`src/hw/rtl/bfic_pkg.sv`:
```
// ----------------------------------------------------------------------------
// bfic_pkg
// shared types, sizes, character codes and command encodings of the core
// ----------------------------------------------------------------------------
package bfic_pkg;

  // memory sizes
  localparam int unsigned PROG_DEPTH = 4096;
  localparam int unsigned TAPE_DEPTH = 1024;
  localparam int unsigned CLR_DEPTH  = (PROG_DEPTH > TAPE_DEPTH) ? PROG_DEPTH : TAPE_DEPTH;

  localparam int unsigned PA_W  = $clog2(PROG_DEPTH);
  localparam int unsigned PC_W  = PA_W + 1;
  localparam int unsigned TA_W  = $clog2(TAPE_DEPTH);
  localparam int unsigned CLR_W = $clog2(CLR_DEPTH);

  // program characters
  localparam logic [7:0] CH_NUL   = 8'h00;
  localparam logic [7:0] CH_RIGHT = 8'h3E;
  localparam logic [7:0] CH_LEFT  = 8'h3C;
  localparam logic [7:0] CH_PLUS  = 8'h2B;
  localparam logic [7:0] CH_MINUS = 8'h2D;
  localparam logic [7:0] CH_DOT   = 8'h2E;
  localparam logic [7:0] CH_COMMA = 8'h2C;
  localparam logic [7:0] CH_OPEN  = 8'h5B;
  localparam logic [7:0] CH_CLOSE = 8'h5D;

  typedef enum logic [1:0] {
    CMD_LOAD    = 2'd0,
    CMD_RESTART = 2'd1,
    CMD_EXEC    = 2'd2,
    CMD_NOP     = 2'd3
  } cmd_e;

  typedef enum logic [1:0] {
    ST_OK  = 2'd0,
    ST_OUT = 2'd1,
    ST_END = 2'd2,
    ST_ERR = 2'd3
  } status_e;

  typedef enum logic [1:0] {
    RS_RUN = 2'd0,
    RS_END = 2'd1,
    RS_ERR = 2'd2
  } run_e;

  typedef enum logic [2:0] {
    OP_ZERO,
    OP_RIGHT,
    OP_LEFT,
    OP_PLUS,
    OP_MINUS,
    OP_DOT,
    OP_OPEN,
    OP_CLOSE
  } op_e;

  // OP_OTHER shares no code with the above: handled by a separate flag
  typedef enum logic [1:0] {
    RA_PC,
    RA_P,
    RA_PM1
  } ra_sel_e;

  typedef enum logic [1:0] {
    PC_HOLD,
    PC_INC,
    PC_P,
    PC_P1
  } pc_op_e;

  typedef enum logic [2:0] {
    P_HOLD,
    P_FWD_INIT,
    P_BWD_INIT,
    P_INC,
    P_DEC
  } p_op_e;

  typedef enum logic [1:0] {
    D_HOLD,
    D_INIT,
    D_INC,
    D_DEC
  } depth_op_e;

  typedef enum logic [3:0] {
    S_CLEAR,
    S_IDLE,
    S_EXEC,
    S_FRD,
    S_FCHK,
    S_BRD,
    S_BCHK,
    S_TCLR,
    S_RESP
  } state_e;

  // controller to datapath
  typedef struct packed {
    ra_sel_e   ra_sel;
    logic      prog_wr;
    logic      clr_prog;
    logic      clr_tape;
    logic      clr_reset;
    logic      run_clear;
    logic      rs_set;
    run_e      rs_val;
    logic      dp_inc;
    logic      dp_dec;
    logic      cell_inc;
    logic      cell_dec;
    pc_op_e    pc_op;
    p_op_e     p_op;
    depth_op_e depth_op;
    logic      res_set;
    status_e   res_status;
    logic      res_emit;
    logic      out_load;
  } ctl_t;

  // datapath to controller
  typedef struct packed {
    run_e run_state;
    logic pc_end;
    op_e  op;
    logic op_other;
    logic cell_zero;
    logic dp_max;
    logic dp_zero;
    logic p_end;
    logic p_zero;
    logic depth_one;
    logic clr_last_all;
    logic clr_last_tape;
  } stat_t;

  // instruction class of a program byte
  function automatic op_e op_decode(input logic [7:0] b);
    op_e o;
    o = OP_ZERO;
    case (b)
      CH_NUL:   o = OP_ZERO;
      CH_RIGHT: o = OP_RIGHT;
      CH_LEFT:  o = OP_LEFT;
      CH_PLUS:  o = OP_PLUS;
      CH_MINUS: o = OP_MINUS;
      CH_DOT:   o = OP_DOT;
      CH_OPEN:  o = OP_OPEN;
      CH_CLOSE: o = OP_CLOSE;
      default:  o = OP_ZERO;
    endcase
    return o;
  endfunction

  // true for nonzero bytes that are no instruction (input ',' included)
  function automatic logic op_is_other(input logic [7:0] b);
    logic r;
    r = 1'b0;
    case (b)
      CH_NUL, CH_RIGHT, CH_LEFT, CH_PLUS, CH_MINUS,
      CH_DOT, CH_OPEN, CH_CLOSE: r = 1'b0;
      CH_COMMA: r = 1'b1;
      default:  r = 1'b1;
    endcase
    return r;
  endfunction

endpackage

```
`src/hw/rtl/bfic_ctrl.sv`:
```
// ----------------------------------------------------------------------------
// bfic_ctrl
// controller: item handshake, instruction sequencing, bracket scans, clears
// ----------------------------------------------------------------------------
module bfic_ctrl (
  input  logic            clk_i,
  input  logic            rst_ni,
  input  logic            in_valid_i,
  output logic            in_stall_o,
  input  logic [1:0]      cmd_i,
  output logic            out_valid_o,
  input  logic            out_stall_i,
  output bfic_pkg::ctl_t  ctl_o,
  input  bfic_pkg::stat_t stat_i
);
  import bfic_pkg::*;

  state_e state_q, state_d;
  logic   out_valid_q, out_valid_d;
  logic   out_free;

  assign out_free = !out_valid_q || !out_stall_i;

  // next state
  always_comb begin
    state_d = state_q;
    case (state_q)
      S_CLEAR: begin
        if (stat_i.clr_last_all) state_d = S_IDLE;
      end
      S_IDLE: begin
        if (in_valid_i) begin
          case (cmd_i)
            CMD_RESTART: state_d = S_TCLR;
            CMD_EXEC: begin
              if (stat_i.run_state == RS_RUN && !stat_i.pc_end) state_d = S_EXEC;
              else state_d = S_RESP;
            end
            default: state_d = S_RESP;
          endcase
        end
      end
      S_EXEC: begin
        if (stat_i.op == OP_OPEN && !stat_i.op_other && stat_i.cell_zero) begin
          state_d = S_FRD;
        end else if (stat_i.op == OP_CLOSE && !stat_i.op_other && !stat_i.cell_zero) begin
          state_d = S_BRD;
        end else begin
          state_d = S_RESP;
        end
      end
      S_FRD: begin
        if (stat_i.p_end) state_d = S_RESP;
        else state_d = S_FCHK;
      end
      S_FCHK: begin
        if (stat_i.op_other) state_d = S_FRD;
        else if (stat_i.op == OP_ZERO) state_d = S_RESP;
        else if (stat_i.op == OP_CLOSE && stat_i.depth_one) state_d = S_RESP;
        else state_d = S_FRD;
      end
      S_BRD: begin
        if (stat_i.p_zero) state_d = S_RESP;
        else state_d = S_BCHK;
      end
      S_BCHK: begin
        if (!stat_i.op_other && stat_i.op == OP_OPEN && stat_i.depth_one) state_d = S_RESP;
        else state_d = S_BRD;
      end
      S_TCLR: begin
        if (stat_i.clr_last_tape) state_d = S_RESP;
      end
      S_RESP: begin
        if (out_free) state_d = S_IDLE;
      end
      default: state_d = S_IDLE;
    endcase
  end

  // outputs
  always_comb begin
    ctl_o = '0;
    ctl_o.ra_sel     = RA_PC;
    ctl_o.rs_val     = RS_RUN;
    ctl_o.pc_op      = PC_HOLD;
    ctl_o.p_op       = P_HOLD;
    ctl_o.depth_op   = D_HOLD;
    ctl_o.res_status = ST_OK;
    in_stall_o       = 1'b1;
    case (state_q)
      S_CLEAR: begin
        ctl_o.clr_prog = 1'b1;
        ctl_o.clr_tape = 1'b1;
      end
      S_IDLE: begin
        in_stall_o = 1'b0;
        if (in_valid_i) begin
          case (cmd_i)
            CMD_LOAD: begin
              ctl_o.prog_wr = 1'b1;
              ctl_o.res_set = 1'b1;
            end
            CMD_RESTART: begin
              ctl_o.run_clear = 1'b1;
              ctl_o.clr_reset = 1'b1;
            end
            CMD_EXEC: begin
              if (stat_i.run_state == RS_END) begin
                ctl_o.res_set    = 1'b1;
                ctl_o.res_status = ST_END;
              end else if (stat_i.run_state == RS_ERR) begin
                ctl_o.res_set    = 1'b1;
                ctl_o.res_status = ST_ERR;
              end else if (stat_i.pc_end) begin
                ctl_o.rs_set     = 1'b1;
                ctl_o.rs_val     = RS_END;
                ctl_o.res_set    = 1'b1;
                ctl_o.res_status = ST_END;
              end
            end
            default: begin
              ctl_o.res_set = 1'b1;
            end
          endcase
        end
      end
      S_EXEC: begin
        if (stat_i.op_other) begin
          ctl_o.pc_op   = PC_INC;
          ctl_o.res_set = 1'b1;
        end else begin
          case (stat_i.op)
            OP_ZERO: begin
              ctl_o.rs_set     = 1'b1;
              ctl_o.rs_val     = RS_END;
              ctl_o.res_set    = 1'b1;
              ctl_o.res_status = ST_END;
            end
            OP_RIGHT, OP_LEFT: begin
              ctl_o.res_set = 1'b1;
              if ((stat_i.op == OP_RIGHT && stat_i.dp_max) ||
                  (stat_i.op == OP_LEFT && stat_i.dp_zero)) begin
                ctl_o.rs_set     = 1'b1;
                ctl_o.rs_val     = RS_ERR;
                ctl_o.res_status = ST_ERR;
              end else begin
                ctl_o.dp_inc = (stat_i.op == OP_RIGHT);
                ctl_o.dp_dec = (stat_i.op == OP_LEFT);
                ctl_o.pc_op  = PC_INC;
              end
            end
            OP_PLUS: begin
              ctl_o.cell_inc = 1'b1;
              ctl_o.pc_op    = PC_INC;
              ctl_o.res_set  = 1'b1;
            end
            OP_MINUS: begin
              ctl_o.cell_dec = 1'b1;
              ctl_o.pc_op    = PC_INC;
              ctl_o.res_set  = 1'b1;
            end
            OP_DOT: begin
              ctl_o.pc_op      = PC_INC;
              ctl_o.res_set    = 1'b1;
              ctl_o.res_status = ST_OUT;
              ctl_o.res_emit   = 1'b1;
            end
            OP_OPEN: begin
              if (stat_i.cell_zero) begin
                ctl_o.p_op     = P_FWD_INIT;
                ctl_o.depth_op = D_INIT;
              end else begin
                ctl_o.pc_op   = PC_INC;
                ctl_o.res_set = 1'b1;
              end
            end
            OP_CLOSE: begin
              if (!stat_i.cell_zero) begin
                ctl_o.p_op     = P_BWD_INIT;
                ctl_o.depth_op = D_INIT;
              end else begin
                ctl_o.pc_op   = PC_INC;
                ctl_o.res_set = 1'b1;
              end
            end
            default: begin
              ctl_o.pc_op   = PC_INC;
              ctl_o.res_set = 1'b1;
            end
          endcase
        end
      end
      S_FRD: begin
        ctl_o.ra_sel = RA_P;
        if (stat_i.p_end) begin
          ctl_o.pc_op      = PC_P;
          ctl_o.rs_set     = 1'b1;
          ctl_o.rs_val     = RS_END;
          ctl_o.res_set    = 1'b1;
          ctl_o.res_status = ST_END;
        end
      end
      S_FCHK: begin
        if (stat_i.op_other) begin
          ctl_o.p_op = P_INC;
        end else if (stat_i.op == OP_ZERO) begin
          // unmatched open bracket runs into the end of the program
          ctl_o.pc_op      = PC_P;
          ctl_o.rs_set     = 1'b1;
          ctl_o.rs_val     = RS_END;
          ctl_o.res_set    = 1'b1;
          ctl_o.res_status = ST_END;
        end else if (stat_i.op == OP_OPEN) begin
          ctl_o.depth_op = D_INC;
          ctl_o.p_op     = P_INC;
        end else if (stat_i.op == OP_CLOSE && stat_i.depth_one) begin
          ctl_o.pc_op   = PC_P1;
          ctl_o.res_set = 1'b1;
        end else if (stat_i.op == OP_CLOSE) begin
          ctl_o.depth_op = D_DEC;
          ctl_o.p_op     = P_INC;
        end else begin
          ctl_o.p_op = P_INC;
        end
      end
      S_BRD: begin
        ctl_o.ra_sel = RA_PM1;
        if (stat_i.p_zero) begin
          // unmatched close bracket resumes after position 0
          ctl_o.pc_op   = PC_P1;
          ctl_o.res_set = 1'b1;
        end else begin
          ctl_o.p_op = P_DEC;
        end
      end
      S_BCHK: begin
        if (!stat_i.op_other && stat_i.op == OP_CLOSE) begin
          ctl_o.depth_op = D_INC;
        end else if (!stat_i.op_other && stat_i.op == OP_OPEN) begin
          if (stat_i.depth_one) begin
            ctl_o.pc_op   = PC_P1;
            ctl_o.res_set = 1'b1;
          end else begin
            ctl_o.depth_op = D_DEC;
          end
        end
      end
      S_TCLR: begin
        ctl_o.clr_tape = 1'b1;
        if (stat_i.clr_last_tape) ctl_o.res_set = 1'b1;
      end
      S_RESP: begin
        ctl_o.out_load = out_free;
      end
      default: begin
        ctl_o.ra_sel = RA_PC;
      end
    endcase
  end

  assign out_valid_d = ctl_o.out_load || (out_valid_q && out_stall_i);

  always_ff @(posedge clk_i or negedge rst_ni) begin
    if (!rst_ni) begin
      state_q     <= S_CLEAR;
      out_valid_q <= 1'b0;
    end else begin
      state_q     <= state_d;
      out_valid_q <= out_valid_d;
    end
  end

  assign out_valid_o = out_valid_q;

endmodule
```
`config.mk`:
```
export PLATFORM = sky130hd
export DESIGN_NAME = bfic_ctrl
export DESIGN_NICKNAME = d
export VERILOG_FILES = /design/src/hw/rtl/bfic_pkg.sv /design/src/hw/rtl/bfic_ctrl.sv
export SDC_FILE = /design/constraint.sdc
export NUM_CORES = 1
export LEC_CHECK = 0
export BUFFER_PORTS_ARGS = -buffer_cell sky130_fd_sc_hd__buf_2
export CAP_MARGIN = 20
export CELL_PAD_IN_SITES_DETAIL_PLACEMENT = 0
export CELL_PAD_IN_SITES_GLOBAL_PLACEMENT = 1
export CORE_MARGIN = 2
export CORE_UTILIZATION = 31
export DETAILED_ROUTE_END_ITERATION = 6
export GPL_ROUTABILITY_DRIVEN = 0
export GPL_TIMING_DRIVEN = 0
export PLACE_DENSITY_LB_ADDON = 0.12
export SLEW_MARGIN = 40
export SYNTH_ARGS = -nofsm -noshare
export SYNTH_HDL_FRONTEND = slang
export SYNTH_SLANG_ARGS = --single-unit
```
`constraint.sdc`:
```
create_clock -name clk_i -period 1.98 [get_ports clk_i]
set_input_delay 0.396 -clock clk_i [delete_from_list [all_inputs] [get_ports clk_i]]
set_output_delay 0.396 -clock clk_i [all_outputs]
set_load 0.02 [all_outputs]
```
# --- Word-level counts from Yosys, hierarchy flattened ---
# Index checks and enable logic that the tools add are counted.
classes:
  eq_ne: 23
  mux: 99
  reduce_logical: 27
ops:
  columns: ["op", "n"]
  rows:
  - ["$mux 4", 18]
  - ["$mux 3", 17]
  - ["$mux 2", 21]
  - ["$pmux 4 s9", 1]
  - ["$mux 1", 24]
  - ["$eq 4x3->1 const B", 4]
  - ["$mux 5", 3]
  - ["$eq 3x3->1 const B", 4]
  - ["$pmux 2 s3", 2]
  - ["$pmux 3 s4", 1]
  - ["$logic_and 1x1->1", 10]
  - ["$pmux 2 s5", 1]
  - ["$pmux 5 s2", 1]
  - ["$pmux 3 s3", 1]
  - ["$eq 4x2->1 const B", 2]
  - ["$ne 2x2->1 const B", 4]
  - ["$pmux 2 s4", 1]
  - ["$pmux 4 s2", 1]
  - ["$mux 7", 1]
  - ["$pmux 1 s7", 1]
  - ["$eq 3x2->1 const B", 2]
  - ["$pmux 3 s2", 1]
  - ["$reduce_or 6->1", 1]
  - ["$logic_not 1->1", 5]
  - ["other kinds (16)", 22]
totals:
  reg_bits: 5
  inputBits: 21

# --- Longest topological paths before layout ---
depth:
  ltp_word: 7
  mapped_depth: 6
  depth_no_buf: 6

# --- Worst setup path before layout ---
# Ideal clock, no wire load.
synth_timing:
  kind: "register to output"
  startpoint: "register state_q[2]"
  endpoint: "output port ctl_o[18] in the netlist's numbering"
  arrival_time_ns: 1.845
  required_ns: 1.584
  slack_ns: -0.261
  stages_incl_launch_ff: 6
  cell_sequence: "dfrtp_1 buf_4 nor4b_4 nand3_1 o31ai_1 nand2b_1"
synth_rtl:
  columns: ["element", "line", "rtl"]
  rows:
  - ["start, declared", "bfic_ctrl.sv:18", "state_e state_q, state_d;"]
  - ["start signal, assigned", "bfic_ctrl.sv:268", "state_q <= state_d;"]
  - ["end, declared", "bfic_ctrl.sv:13", "output bfic_pkg::ctl_t ctl_o,"]

==> impl_results.rst <==
.. list-table::
   :header-rows: 1

   * - Metric
     - Value
   * - Outcome
     - finished, violations left
   * - Violated checks
     - setup timing
   * - Clock tree from TritonCTS
     - yes
   * - Avg Synthesized Cell Area
     - 7.27 sq um
   * - Clock insertion delay at the later pin of the skew report
     - 0.25 ns
   * - Global-route wire length before repair
     - 5330 microns
   * - Num CTS Buffers
     - 3
   * - Detailed-route via count
     - 1,333
   * - HP Class
     - in2reg
   * - Syn nets
     - 158
   * - Sequential area share after synthesis
     - 12.8%
   * - Remaining routing DRC violations
     - 0
   * - Count of yosys warnings during synthesis
     - 0
   * - Die outline area
     - 3610 sq um
   * - Diode insertion count for antenna repair
     - 0
   * - Worst vdd ir
     - 0.592 mV
   * - Cell Pwr Density
     - 882 nW/um^2
   * - Number of buffers and inverters on the critical path
     - 2
   * - Highest clock rate
     - 438 MHz
   * - Family of cells with the greatest summed delay on the critical path
     - compound AO/OA/AOI/OAI gates
   * - PortBufs
     - 45
   * - Number of distinct standard cells referenced by the synthesized netlist
     - 45
   * - Post-synthesis cell area
     - 975 sq um
   * - Die height
     - 60.1 microns
   * - Post-detailed-route wirelength per cell
     - 14.3 microns
   * - Slowest CP cell
     - sky130_fd_sc_hd__dfrtp_1
   * - Fraction of final layout cells sized beyond drive strength 1
     - 58.9%
   * - Ratio of routed vias to standard cells
     - 5.27
   * - Flip-flop and latch count after synthesis
     - 5
   * - I/O pin total
     - 49
   * - CTS Sinks
     - 5
   * - Antenna violations before repair
     - 0
   * - Clock tree buffer depth
     - 2
   * - Antenna-violating nets left
     - 0
   * - Gate count after technology mapping
     - 134
   * - Leakage power figure
     - 0.924 nW
   * - Reg clk slew, reported paths
     - 0.05 ns
   * - Layout area overhead
     - 90.6%
   * - Detailed placer's ending HPWL
     - 2490 microns
   * - Global routing usage summed across all routing layers
     - 19.6%
   * - Headroom to the max-slew limit
     - 62.8%
   * - Total cell area at the placement stage
     - 1270 sq um
   * - Worst setup margin
     - -0.301 ns
   * - Site row count
     - 20
   * - Stage delay of the slowest cell on the critical path
     - 0.40 ns
   * - Number of pins exceeding their max-slew limit in the final report
     - 0
   * - Tmin final
     - 2.28 ns
   * - Final net count
     - 234
   * - Number of violations reported at the end of detailed-routing iteration 0
     - 73
   * - Fraction of registers with async set/reset
     - 100%
   * - Worst slew pin tran
     - 0.554 ns
   * - Layout Skew
     - 0.00776 ns
   * - Data required time of the critical path
     - 1.58 ns
   * - Crit share post-route
     - 115%
   * - Hold Fails Final Rpt
     - 0
   * - Number of detailed-routing iterations run before antenna repair
     - 4
   * - Startpoint type of the worst setup path
     - flip-flop
   * - Effective utilization at floorplan
     - 32.2%
   * - Grt total ovfl
     - 0
   * - Level count of the clock H-tree
     - 1
   * - Core Box Area
     - 3030 sq um
   * - Final std cell area, no fill
     - 1860 sq um
   * - Wirelength, routed
     - 3620 microns
   * - Arrival time reported for the critical path endpoint
     - 1.89 ns
   * - Number of flops mapped to enable cells by yosys
     - 0
   * - Unrepaired setup endpoints after global routing
     - true
   * - Largest net degree at the start of global routing
     - 11
   * - Final Total Pwr
     - 1.64 mW
   * - Master cell of the clock root buffer
     - sky130_fd_sc_hd__clkbuf_4
   * - Die width
     - 60.1 microns
   * - Post-Place Worst Slack
     - -0.166 ns
   * - Leading register cell type out of synthesis
     - sky130_fd_sc_hd__dfrtp_1
   * - Critical Path End Type
     - output port
   * - Setup Crit Path Kind
     - reg2out
   * - Count of filler cells inserted in the layout
     - 274
   * - Maximum fanout along the worst path
     - 3
   * - Max-capacitance violation count
     - 0
   * - Via count of the first global-routing pass
     - 1,151
   * - Critical Path, Cell by Cell
     - buf_6 > and4bb_2 > a32o_2 > a311oi_4 > nand4_1 > buf_4
   * - Number of setup violations in the final report
     - 15
-- routing by layer --
metal / vias up / wire length, microns / GRT usage [%]
li1: 652 / - / -
met4: 0 / 25 / 5.40
met3: 4 / 158 / 2.81
met5: - / 0 / 0
met1: 634 / 1550 / 25.6
met2: 43 / 1890 / 33.5
-- cells by family after synthesis --
logic type / synth area share, %
compound gates: 24.4
xor+xnor: 3.59
fa+ha+maj: 3.85
buf+inv: 9.50
flops: 12.8
simple gates: 45.8
-- flip-flops by register name, summed over array words and instances, names as in the netlist --
name	flops
out_valid_o	1
state_q	4
-- worst min-delay path: cells and delay by family --
family / cells / cell delay, ns
buffers and inverters: 1 / 0.11
and+or+nand+nor: 2 / 0.13
-- cell usage after synthesis, types with 4 or more instances --
| master | number | area [sq um] |
|---|---|---|
| sky130_fd_sc_hd__nor4_1 | 4 | 25.0 |
| sky130_fd_sc_hd__buf_2 | 5 | 25.0 |
| sky130_fd_sc_hd__nand3_1 | 5 | 25.0 |
| sky130_fd_sc_hd__o21ai_0 | 4 | 20.0 |
| sky130_fd_sc_hd__nor2b_1 | 6 | 37.5 |
| sky130_fd_sc_hd__inv_1 | 8 | 30.0 |
| sky130_fd_sc_hd__nor2_1 | 11 | 41.3 |
| sky130_fd_sc_hd__dfrtp_1 | 5 | 125 |
| sky130_fd_sc_hd__nand2b_1 | 6 | 37.5 |
| sky130_fd_sc_hd__nand4_1 | 4 | 25.0 |
| sky130_fd_sc_hd__a21o_1 | 5 | 37.5 |
| sky130_fd_sc_hd__xor2_1 | 4 | 35.0 |
| sky130_fd_sc_hd__buf_4 | 5 | 37.5 |
| sky130_fd_sc_hd__nand2_1 | 13 | 48.8 |
-- per-stage QoR --
| step | setup TNS [ns] | cells | util (%) | hold slack, ns |
|---|---|---|---|---|
| 3_5_place_dp | -0.569 | 223 | 42.0 | 0.210 |
| 5_1_grt | -3.89 | 253 | 61.4 | 0.437 |
| 3_3_place_gp | -0.618 | 223 | 42.0 | 0.208 |
| 2_1_floorplan | -0.120 | 134 | - | 0.100 |
| 6_report | -2.71 | 253 | 61.4 | 0.419 |
| 4_1_cts | -2.68 | 244 | 53.3 | 0.418 |
-- layout by cell type, fill, tap and decap left out, drive strengths merged, types with 3 or more instances in the layout --
master,count
inv,8
nor4b,3
nand4,4
o31ai,3
a21oi,3
ha,3
and3,3
xor2,4
nor4,5
dfrtp,5
nand3,5
a21o,5
nand2b,6
buf,80
a31oi,3
a211oi,3
nor2,11
nand2,13
nor2b,6
clkbuf,4
o21ai,4
-- where the power goes --
group	leakage, nW	internal [mW]	total (mW)	switching, mW
registers	0.0632	0.141	0.209	0.0679
clock network	0.0150	0.0765	0.124	0.0471
logic	0.846	0.671	1.31	0.635
total	0.924	0.888	1.64	0.750
-- what timing repair did --
item	in CTS	in global routing
gates resized for setup	49	41
hold endpoints to repair	5	0
endpoints found under the setup margin	20	24
hold buffers	1	0
buffers inserted	16	11
pin swaps	11	9
-- area by class of cell --
cell class,instances,area (sq um),share of cell area (%)
buffer,10,103,5.52
clock buffer,4,26.3,1.41
sequential,5,128,6.87
tap,44,55.1,2.96
timing repair buffer,71,538,29.0
multi-input combinational,111,978,52.7
inverter,8,30.0,1.62
-- worst paths after layout --
kind	from	end	slack [ns]	cells after the start
max	state_q[1]$_DFFE_PN0P_	ctl_o[4]	-0.30	6
min reg2reg	out_valid_o$_DFF_PN0_	out_valid_o$_DFF_PN0_	0.58	2
max reg2reg	state_q[0]$_DFFE_PN0P_	state_q[1]$_DFFE_PN0P_	0.25	5
max in group asynchronous	rst_ni	state_q[3]$_DFFE_PN0P_	1.37	2
min in group asynchronous	rst_ni	state_q[1]$_DFFE_PN0P_	0.48	2
min	out_stall_i	out_valid_o$_DFF_PN0_	0.42	3
Power figures use the tool's default switching activity.
